===== src/sv/tceu_ram.sv =====
// ----------------------------------------------------------------------------
// tceu_ram
// Generic single-write, single-read RAM with a registered read port.
// ----------------------------------------------------------------------------
module tceu_ram #(
   parameter int WIDTH = 8,
   parameter int DEPTH = 16
) (
   input  logic                     clock,
   input  logic                     wr_en,
   input  logic [$clog2(DEPTH)-1:0] wr_addr,
   input  logic [WIDTH-1:0]         wr_data,
   input  logic [$clog2(DEPTH)-1:0] rd_addr,
   output logic [WIDTH-1:0]         rd_data
);

   logic [WIDTH-1:0] mem_ff [DEPTH];

   // Write port.
   always_ff @(posedge clock) begin
      if (wr_en) begin
         mem_ff[wr_addr] <= wr_data;
      end
   end

   // Registered read port.
   always_ff @(posedge clock) begin
      rd_data <= mem_ff[rd_addr];
   end

endmodule


===== config.mk =====
export PLATFORM = sky130hd
export DESIGN_NAME = tceu_ram
export DESIGN_NICKNAME = d
export VERILOG_FILES = /design/src/sv/tceu_ram.sv
export SDC_FILE = /design/constraint.sdc
export NUM_CORES = 1
export LEC_CHECK = 0
export BUFFER_PORTS_ARGS = -buffer_cell sky130_fd_sc_hd__buf_2
export CAP_MARGIN = 10
export CORE_ASPECT_RATIO = 1.1
export CORE_MARGIN = 2
export CORE_UTILIZATION = 60
export CTS_CLUSTER_SIZE = 24
export DETAILED_ROUTE_END_ITERATION = 7
export PLACE_DENSITY_LB_ADDON = 0.2
export SLEW_MARGIN = 20
export SYNTH_ARGS = -nofsm -noshare
export SYNTH_HDL_FRONTEND = slang
export SYNTH_SLANG_ARGS = --single-unit

===== constraint.sdc =====
create_clock -name clock -period 1.85 [get_ports clock]
set_input_delay 0 -clock clock [delete_from_list [all_inputs] [get_ports clock]]
set_output_delay 0 -clock clock [all_outputs]
set_load 0.02 [all_outputs]

## Yosys cells after proc, flatten, opt, wreduce, memory -nomap -nowiden

Memories as Yosys holds them, arrays and structs flattened. A register that Yosys moved wholly into a read port is not among the register bits.
Index checks and enable logic that the tools add are counted.

| word-level totals | value |
|---|---|
| flip-flop bits (word level) | 0 |
| bits in writable memories | 128 |
| input port bits | 18 |
| output and inout port bits | 8 |
| logic and storage cells | 3 |
| memories | 1 |

| cells by class | value |
|---|---|
| multiplexer cells | 2 |

Memories:

| memory | words | bits a word | read ports | clocked after memory_dff | wr ports | line | RTL |
|---|---|---|---|---|---|---|---|
| mem_ff | 16 | 8 | 1 | 1 | 1 | 17 | `logic [WIDTH-1:0] mem_ff [DEPTH];` |

Operators with widths:

| operator | count |
|---|---|
| $mux 1 | 2 |

## Depth between registers and ports, before layout

| depth | value |
|---|---|
| depth in word-level cells | 2 |
| gate-level depth with buffers | 5 |

## Least setup slack after synthesis

OpenSTA, ideal clock, no wires.

| path | value |
|---|---|
| kind | input to register |
| from | input wr_addr[2] |
| to | memory mem_ff[0][0] (enable) |
| data arrival time | 1110 ps |
| data required time | 1467 ps |
| path slack | 357 ps |
| stages on the path | 2 |
| cell sequence | or3b_2 nor3_1 |

RTL lines:

| item | line | RTL |
|---|---|---|
| start: declaration | 11 | `input logic [$clog2(DEPTH)-1:0] wr_addr,` |
| end: declaration | 17 |  |

No word-level cell before the write port.

==> impl_results.md <==
* Area leader, netlist: edfxtp_1
* Clock power share at 48.8%
* Die area at 9340 µm²
* Fin cells at 420
* First-pass GRT wire length at 14.9 mm
* Psw at 1410 µW
* Slew @ Worst Pin at 0.630 ns
* RSZ-0062 raised after global routing: no
* Mux share of post-synthesis cell area at 15.0%
* Post-route DRC at 0
* Final Skew at 0.0136 ns
* Internal power at 6050 µW
* XOR/XNOR Fraction of Synth Area at 0%
* Slew headroom at 57.8%
* DIE HEIGHT at 101 µm
* Sequential power share at 46.5%
* Drt first pass iters at 4
* YS warnings at 0
* Initial antenna violation count at 0
* Critical Path AT at 1.79 ns
* Slew Limit Fails at 0
* Number of distinct library cells after synthesis at 19
* Layout fillers at 457
* Starting density of the core at 61.5%
* Crit share post-route at 75.5%
* Post-Synth Simple-Gate Area at 3.18%
* Vias at 2,479
* Busiest grt layer: met2
* Synth Area in Compound Gates at 2.33%
* 1st-iter DRT viols at 230
* Post-route ant nets at 0
* Max-cap violations at 0
* Vias in the first global route at 2,515
* Cell Rows at 35
* Worst min path class: in2reg
* Die Wd at 92.3 µm
* Top post-synthesis cells by area: edfxtp_1 (75%), mux4_2 (7.9%), mux4_1 (7.1%)
* Net Count, Synth at 247
* Routed len/inst at 23.3 µm
* I/O pins at 26
* M1 GR Usage at 30.7%
* Switching part of the total at 18.8%
* CP max FO at 1
* Commonest non-fill, non-tap cells in the layout: edfxtp_1 (128), buf_2 (25), buf_4 (23)
* Post-CTS sizing at 0
* Static Leak at 0.00218 µW
* Synth top area share at 74.7%
* Setup bufs post-CTS at 0
* CTS tree: done
* Cells after Synth at 229
* Routed vias/inst at 5.90
* Reg clk slew, reported paths at 0.06 ns
* Sequential-to-total area share from yosys stat at 77.8%
* Area Overhead vs Synth at 21.5%
* Crit start category: flip-flop
* Commonest non-fill, non-tap cell in the layout: edfxtp_1
* TritonCTS Buffers at 17
* Largest net degree at the start of global routing at 17
* Cts hold-fix bufs at 9
* GR met2 Demand/Resource at 39.0%
* Mapped Area at 5150 µm²
* HPWL Detailed at 6.18 mm
* Total grt overflow at 0
* Worst setup EP type: flip-flop
* Status: finished, final reports clean
* Final setup fails at 0
* Htree depth at 4
* Max frequency at 716 MHz
* Yosys reg bits at 136
* Synth Area in Adders at 0%
* Required @ worst endpoint at 2.24 ns
* Crit Path Category: reg2reg
* Met3 global-route usage at 7.07%
* Cell Pwr Density at 1190 nW/µm²
* Nets@finish at 314
* Sum of negative setup slack at 0 ns
* Final RePlAce weighted congestion at 0.776
* Mapped Avg Cell Area at 22.5 µm²
* Logic pwr share at 4.7%
* Count of input and output buffers at 25
* Placed Cells at 379
* Antenna cell count at 0
* Largest family of logic cells by synthesized area: multiplexers
* Hold Vio Cnt, Final at 0
* Worst skew pair latency at 0.52 ns
* Root Buffer: clkbuf_8
* Core ar. at 8360 µm²
* Gr usage total at 23.5%
* Peak supply drop at 1100 µV
* CTS Sinks at 136
* Share of cells above drive strength 1 at 31.4%
* Post-Route WL at 9.80 mm
* Clock Path Buffers at 2
* Min cycle time layout at 1.40 ns
-- registers in the layout, indices dropped and copies added (netlist names) --
register	flops
rd_data	8
mem_ff	128
-- Yosys cell counts, drive strengths merged --
cell / count
nand2b: 2
clkdlybuf4s25: 3
and2b: 1
nor2: 13
edfxtp: 128
and2: 1
a22oi: 16
dfxtp: 8
nor3: 4
or3b: 1
nor2b: 1
nand3: 1
nand3b: 2
buf: 7
nand2: 9
mux4: 32
-- power groups by stage --
stage               Clock (µW)  Sequential, µW  Combinational (µW)
floorplan                    0            3550                 175
global placement             0            3530                 333
detailed placement           0            3530                 340
CTS                       3690            3470                 357
global route              3810            3470                 383
finish                    3640            3470                 352
-- critical path, cell delays in order, from the launching register on --
cell	delay, ns
edfxtp_1	0.38
mux4_2	0.48
a22oi_1	0.32
nand2_1	0.10
-- through the flow --
step / hold slack (ns) / worst slack [ns] / total power (µW) / utilization [%] / area [µm²]
after detailed placement: 0.396 / 0.288 / 3870 / 66.0 / 5520
after global placement: 0.377 / 0.288 / 3860 / 66.0 / 5520
after floorplan: 0.0989 / 0.357 / 3720 / - / 5150
after CTS: 0.00809 / 0.439 / 7520 / 74.8 / 6250
final: 0.0431 / 0.452 / 7460 / 74.8 / 6250
after global routing: 0.0380 / 0.397 / 7660 / 74.8 / 6250
-- final timing paths --
path                  endpoint          start  depth (start not counted)  slack (ns)
setup / recovery    rd_data[7]   mem_ff[2][7]                          3        0.45
hold / removal    mem_ff[4][1]     wr_addr[1]                          3        0.04
setup reg to reg    rd_data[7]   mem_ff[2][7]                          3        0.45
hold reg to reg     rd_data[4]  mem_ff[15][4]                          3        0.65
-- metal layers --
metal,up-vias,routed length [µm]
li1,1109,-
met2,91,5220
met4,0,68
met3,6,554
met1,1273,3950
met5,-,0
-- logic make-up (layout without fill, tap and decap cells) --
family | count (synthesis) | after routing
muxes | 32 | 32
buffers and inverters | 10 | 90
and+or+nand+nor | 35 | 35
DFF | 136 | 136
AOI/OAI and AO/OA | 16 | 16
-- area by class of cell --
type | count | area (µm²) | share of cell area [%]
sequential | 136 | 4000 | 64.0
multi-input combinational | 83 | 1060 | 16.9
clock buffer | 19 | 422 | 6.74
timing repair buffer | 58 | 408 | 6.52
clock inverter | 13 | 225 | 3.60
tap | 111 | 139 | 2.22
Power figures use the tool's default switching activity.
