**src/sv/tceu_pkg.sv**
```systemverilog
// ----------------------------------------------------------------------------
// tceu_pkg
// Types and constants shared by the execute unit, its channels and checker.
// ----------------------------------------------------------------------------
package tceu_pkg;

   // Operation codes.
   localparam logic [3:0] OP_LOAD    = 4'd0;
   localparam logic [3:0] OP_STORE   = 4'd1;
   localparam logic [3:0] OP_PUSH    = 4'd2;
   localparam logic [3:0] OP_POP_REG = 4'd3;
   localparam logic [3:0] OP_POP_VAL = 4'd4;
   localparam logic [3:0] OP_MOV     = 4'd5;
   localparam logic [3:0] OP_ADD     = 4'd6;
   localparam logic [3:0] OP_SUB     = 4'd7;
   localparam logic [3:0] OP_MUL     = 4'd8;
   localparam logic [3:0] OP_DIV     = 4'd9;
   localparam logic [3:0] OP_REM     = 4'd10;
   localparam logic [3:0] OP_AND     = 4'd11;
   localparam logic [3:0] OP_OR      = 4'd12;

   // Error codes.
   localparam logic [1:0] ERR_NONE  = 2'd0;
   localparam logic [1:0] ERR_DIV   = 2'd1;
   localparam logic [1:0] ERR_ADDR  = 2'd2;
   localparam logic [1:0] ERR_STACK = 2'd3;

   // Bytes in one word access.
   localparam int WORD_BYTES = 4;

   typedef enum logic [3:0] {
      ST_CLEAR,
      ST_IDLE,
      ST_READ_A,
      ST_READ_B,
      ST_EXEC,
      ST_MEM,
      ST_DIV,
      ST_DIV_FIX,
      ST_FINISH
   } state_type;

   typedef struct packed {
      logic [3:0]         operation;
      logic [4:0]         dest_reg;
      logic [4:0]         src_reg1;
      logic [4:0]         src_reg2;
      logic signed [31:0] immediate;
      logic               use_register;
   } req_item_type;

   typedef struct packed {
      logic               wrote_reg;
      logic [4:0]         write_index;
      logic signed [31:0] result_value;
      logic [1:0]         error_code;
      logic [31:0]        read_marks;
      logic [31:0]        write_marks;
      logic [15:0]        region_marks;
      logic               stack_touched;
   } rsp_item_type;

   // Divider start request.
   typedef struct packed {
      logic        start;
      logic [31:0] dividend;
      logic [31:0] divisor;
   } div_ctrl_type;

   // Divider status.
   typedef struct packed {
      logic        done;
      logic [31:0] quotient;
      logic [31:0] remainder;
   } div_stat_type;

endpackage

```
**src/sv/tceu_divider.sv**
```systemverilog
// ----------------------------------------------------------------------------
// tceu_divider
// Unsigned 32-bit restoring divider, one quotient bit per cycle.
// ----------------------------------------------------------------------------
module tceu_divider import tceu_pkg::*; (
   input  logic         clock,
   input  logic         reset,
   input  div_ctrl_type ctrl,
   output div_stat_type stat
);

   logic        busy_ff;
   logic        done_ff;
   logic [4:0]  count_ff;
   logic [31:0] rem_ff;
   logic [31:0] quo_ff;
   logic [31:0] divisor_ff;
   logic [32:0] shifted;
   logic [32:0] trial;

   // Shift in the next dividend bit and try to subtract the divisor.
   assign shifted = {rem_ff, quo_ff[31]};
   assign trial   = shifted - {1'b0, divisor_ff};

   // Control state.
   always_ff @(posedge clock) begin
      if (reset) begin
         busy_ff  <= 1'b0;
         done_ff  <= 1'b0;
         count_ff <= '0;
      end else begin
         done_ff <= 1'b0;
         if (ctrl.start) begin
            busy_ff  <= 1'b1;
            count_ff <= '0;
         end else if (busy_ff) begin
            count_ff <= count_ff + 5'd1;
            if (count_ff == 5'd31) begin
               busy_ff <= 1'b0;
               done_ff <= 1'b1;
            end
         end
      end
   end

   // Partial remainder and quotient.
   always_ff @(posedge clock) begin
      if (ctrl.start) begin
         rem_ff     <= '0;
         quo_ff     <= ctrl.dividend;
         divisor_ff <= ctrl.divisor;
      end else if (busy_ff) begin
         if (!trial[32]) begin
            rem_ff <= trial[31:0];
            quo_ff <= {quo_ff[30:0], 1'b1};
         end else begin
            rem_ff <= shifted[31:0];
            quo_ff <= {quo_ff[30:0], 1'b0};
         end
      end
   end

   assign stat.done      = done_ff;
   assign stat.quotient  = quo_ff;
   assign stat.remainder = rem_ff;

endmodule

```
**config.mk**
```make
export PLATFORM = sky130hd
export DESIGN_NAME = tceu_divider
export DESIGN_NICKNAME = d
export VERILOG_FILES = /design/src/sv/tceu_pkg.sv /design/src/sv/tceu_divider.sv
export SDC_FILE = /design/constraint.sdc
export NUM_CORES = 1
export LEC_CHECK = 0
export BUFFER_PORTS_ARGS = -buffer_cell sky130_fd_sc_hd__buf_2
export CAP_MARGIN = 20
export CORE_MARGIN = 3
export CORE_UTILIZATION = 35
export CTS_BUF_LIST = sky130_fd_sc_hd__clkbuf_8
export CTS_CLUSTER_SIZE = 25
export DETAILED_ROUTE_END_ITERATION = 12
export SETUP_SLACK_MARGIN = 0.05
export SLEW_MARGIN = 20
export SYNTH_ARGS = -nofsm -noshare
export SYNTH_HDL_FRONTEND = slang
export SYNTH_SLANG_ARGS = --single-unit
export TNS_END_PERCENT = 5
```
**constraint.sdc**
```tcl
create_clock -name clock -period 3.4 [get_ports clock]
set_input_delay 0.68 -clock clock [delete_from_list [all_inputs] [get_ports clock]]
set_output_delay 0.68 -clock clock [all_outputs]
set_load 0.02 [all_outputs]
```
* Word-level counts from Yosys, hierarchy flattened *
Index checks and enable logic that the tools add are counted.

operators by class
  add/subtract/negate cells = 2
  equality and inequality tests = 1
  mux-type cells = 8
  bitwise logic cells = 1
  reduce and logical (&&, ||, !) cells = 3

operators by type and width
  operator             count
  $mux 32              3
  $sub 33x32->33       1
  $add 5x1->5 const B  1
  $eq 5x5->1 const B   1
  $mux 1               5
  $reduce_or 3->1      1
  $reduce_bool 2->1    1
  $reduce_or 2->1      1
  $not 1->1            1

word-level totals
  bits in registers = 103
  word-level logic and storage cells = 21

* Longest topological paths before layout *
  depth in word-level cells = 4
  gate-level depth with buffers = 12
  depth with buffers taken out = 11

* Worst setup path after synthesis *
No wires, ideal clock.

  path type = reg-to-reg
  start = register quo_ff[31]
  end = register rem_ff[12]
  arrival time = 2.766 ns
  slack = 0.546 ns
  stages on the path, launching flop included = 13
  path buffers = 1
  clock period less this slack = 2.854 ns
  cell sequence = edfxtp_1 -> inv_1 -> ha_1 -> fa_1 -> nand2b_1 -> a21oi_1 -> o21a_1 -> o21ai_1 -> o211ai_4 -> xnor2_2 -> buf_2 -> nand2_1 -> a311oi_2

on the way
  longest elaborated chain between the ends = 2

ends and longest elaborated chain
  what                      line                text
  start: declaration        tceu_divider.sv:16  logic [31:0] quo_ff;
  start signal: assignment  tceu_divider.sv:50  quo_ff <= ctrl.dividend;
  start signal: assignment  tceu_divider.sv:55  quo_ff <= {quo_ff[30:0], 1'b1};
  start signal: assignment  tceu_divider.sv:58  quo_ff <= {quo_ff[30:0], 1'b0};
  $sub 33x32->33            tceu_divider.sv:23  assign trial = shifted - {1'b0, divisor_ff};
  $mux 32                   tceu_divider.sv:53  if (!trial[32]) begin
  end signal: assignment    tceu_divider.sv:54  rem_ff <= trial[31:0];
  end signal: assignment    tceu_divider.sv:57  rem_ff <= shifted[31:0];
  end: declaration          tceu_divider.sv:15  logic [31:0] rem_ff;

Every way passes these cells.
A chain may end at the register's enable or synchronous reset.

* Worst setup path in the final report *
  start = register quo_ff[31]
  end = register rem_ff[22]

The elaborated chain is that of the path after synthesis.

==> metrics <==
grt ovf 0; final core occ 0.434; die area 18600 um2; Fmax achieved 329 MHz; Die H 136 um; WP data required 3.69 ns; commonest non-fill, non-tap cells in the layout buf_2, nand2_1, edfxtp_1; commonest non-fill, non-tap cell in the layout buf_2; hold path startpoint ctrl[0]; fillers 1636; clock sink total 103; max-cap violations 0; Post-Route WL 15200 um; setup TNS 0 ns; die width 136 um; Post-CTS Resized 0; Rows 46; H-tree depth 3; first-pass GRT wire length 24900 um; worst-margin pin slew 0.576 ns; Starting Density 0.366; RR Startpoint quo_ff[31]; CTS tree done; Synth Flop Type edfxtp_1; port bufs 131; Post-synth EDFFs 64; final clock skew 0.0200 ns; Rel. slew slack 0.612; drt pass-1 iters 4; area of the mapped netlist 5930 um2; DRC Markers 0; maximum vdd drop 0.243 mV; Synth Warn # 0; hold buffer count at CTS 0; CP Capture Type flop; crit path kind reg -> reg; Clock Pin Slew Worst Setup and Hold Paths 0.12 ns; Avg Inst Size Synth 10.0 um2; worst-path fanout max 16; Seq/Total Area, Yosys 0.456; Hold Path Class in -> reg; GPL Wtd Cong 0.893; CP Launch Type flop; Total GRT Usage 0.169; Synth Register Bits 103; setup violators final 0; Worst-Skew Late Latency 0.40 ns; number of routed nets with antenna violations 0; initial antenna violation count 0; Max Slew Vio Count 0; Ant. Diodes 0; number of post-CTS setup repair buffers 0; vias in the first global route 4946; unrepaired setup endpoints after global routing no; nets 819; crit path time final 3.04 ns; cells after synthesis 591; hpwl dp 11300 um; WL per Instance 16.2 um; PwrDens 415 nW/um2; CTS Buf Count 9; status finished clean; Synth cell types 64; critical path arrival 3.33 ns; CP Launch Point quo_ff[31]; share of cells above drive strength 1 0.281; Core Area 16200 um2; Layout area overhead 18.7%; via count 4960; Final Hold Viols 0; Synth Net Count 693; largest net degree at the start of global routing 54; fraction of registers with async set/reset 0; Avg Vias per Cell 5.29; initial DRC count 273; final period utilization 0.893; maximum clock insertion buffer count 2; clk root buf clkbuf_8; Pleak 3.11 nW; I/O pin total 132
-- synthesized netlist by cell type, types with 3 or more instances --
| cell type | count | area, um2 |
|---|---|---|
| clkbuf_1 | 14 | 52.6 |
| or2_2 | 4 | 25.0 |
| a211oi_1 | 6 | 45.0 |
| a21o_1 | 16 | 120 |
| o31ai_1 | 6 | 45.0 |
| nand4_1 | 9 | 56.3 |
| nand2_1 | 64 | 240 |
| buf_2 | 5 | 25.0 |
| mux2_2 | 31 | 349 |
| nand2b_1 | 4 | 25.0 |
| xor2_1 | 18 | 158 |
| nor3_1 | 10 | 50.1 |
| o21ai_0 | 29 | 145 |
| ha_1 | 34 | 425 |
| edfxtp_1 | 64 | 1920 |
| inv_1 | 43 | 161 |
| a32oi_1 | 5 | 43.8 |
| a311oi_1 | 16 | 140 |
| nand3_1 | 22 | 110 |
| buf_1 | 6 | 22.5 |
| nor2b_1 | 3 | 18.8 |
| a21oi_1 | 34 | 170 |
| o21bai_1 | 5 | 37.5 |
| a31oi_1 | 3 | 18.8 |
| dfxtp_1 | 39 | 781 |
| nor3b_1 | 6 | 45.0 |
| nor2_1 | 34 | 128 |
| and3_1 | 3 | 18.8 |
| xnor2_1 | 12 | 105 |
| o21a_1 | 4 | 30.0 |
-- through the flow --
step	setup WS (ns)	hold WS (ns)	power [mW]	instances	area [um2]
floorplan	0.546	0.498	1.97	591	5930
global placement	0.492	0.505	2.17	922	6860
detailed placement	0.349	0.508	2.19	922	6860
CTS	0.324	0.413	2.97	938	7050
global route	0.110	0.424	3.09	938	7050
finish	0.363	0.449	2.92	938	7050
-- critical path, cell delays in order, from the launching register on --
cell and delay [ns]:
edfxtp_1 0.39, inv_1 0.05, ha_1 0.23, fa_1 0.38, nand2b_1 0.20, a21oi_1 0.19, o21a_1 0.22, o21ai_1 0.15
o211ai_4 0.30, xor2_4 0.17, buf_4 0.23, nor3_1 0.07, a311o_1 0.34
-- power by group --
part           switching (mW)  total [mW]  leakage [nW]  internal (mW)
clock                   0.483       0.767        0.0998          0.284
combinational           0.406       0.673          2.05          0.267
sequential             0.0521        1.48         0.954           1.43
total                   0.941        2.92          3.11           1.98
-- registers in the layout (all words and copies together), names as in the netlist --
signal	cells
quo_ff	32
count_ff	5
done_ff	1
rem_ff	32
busy_ff	1
divisor_ff	32
-- logic make-up after synthesis --
logic type | share of synthesized area
AO/OA/AOI/OAI | 0.171
AND/OR/NAND/NOR | 0.135
buffers and inverters | 0.0491
flip-flops | 0.456
multiplexers | 0.0622
XOR/XNOR | 0.0517
adder cells (fa/ha/maj) | 0.0751
-- area by class of cell --
class                   instances  area [um2]  share of cell area
well taps                     216         270              0.0384
inverters                      43         161              0.0229
repair buffers                143         786               0.112
flip-flops and latches        103        2700               0.384
clock inverters                 7        61.3             0.00870
clock buffers                   9         124              0.0176
multi-input cells             417        2940               0.417
-- layer usage --
layer / global-route usage / part of all wire
met1: 0.214 / 0.44
met2: 0.283 / 0.48
met3: 0.0396 / 0.055
met4: 0.0582 / 0.021
met5: 0 / 0
-- worst paths after layout --
| kind | endpoint | slack [ns] | cells past startpoint |
|---|---|---|---|
| max | rem_ff[22] | 0.36 | 12 |
| min | divisor_ff[0] | 0.45 | 1 |
| max reg2reg | rem_ff[22] | 0.36 | 12 |
| min reg2reg | rem_ff[13] | 0.52 | 2 |
Note: power is estimated with default switching activity, not from simulation.
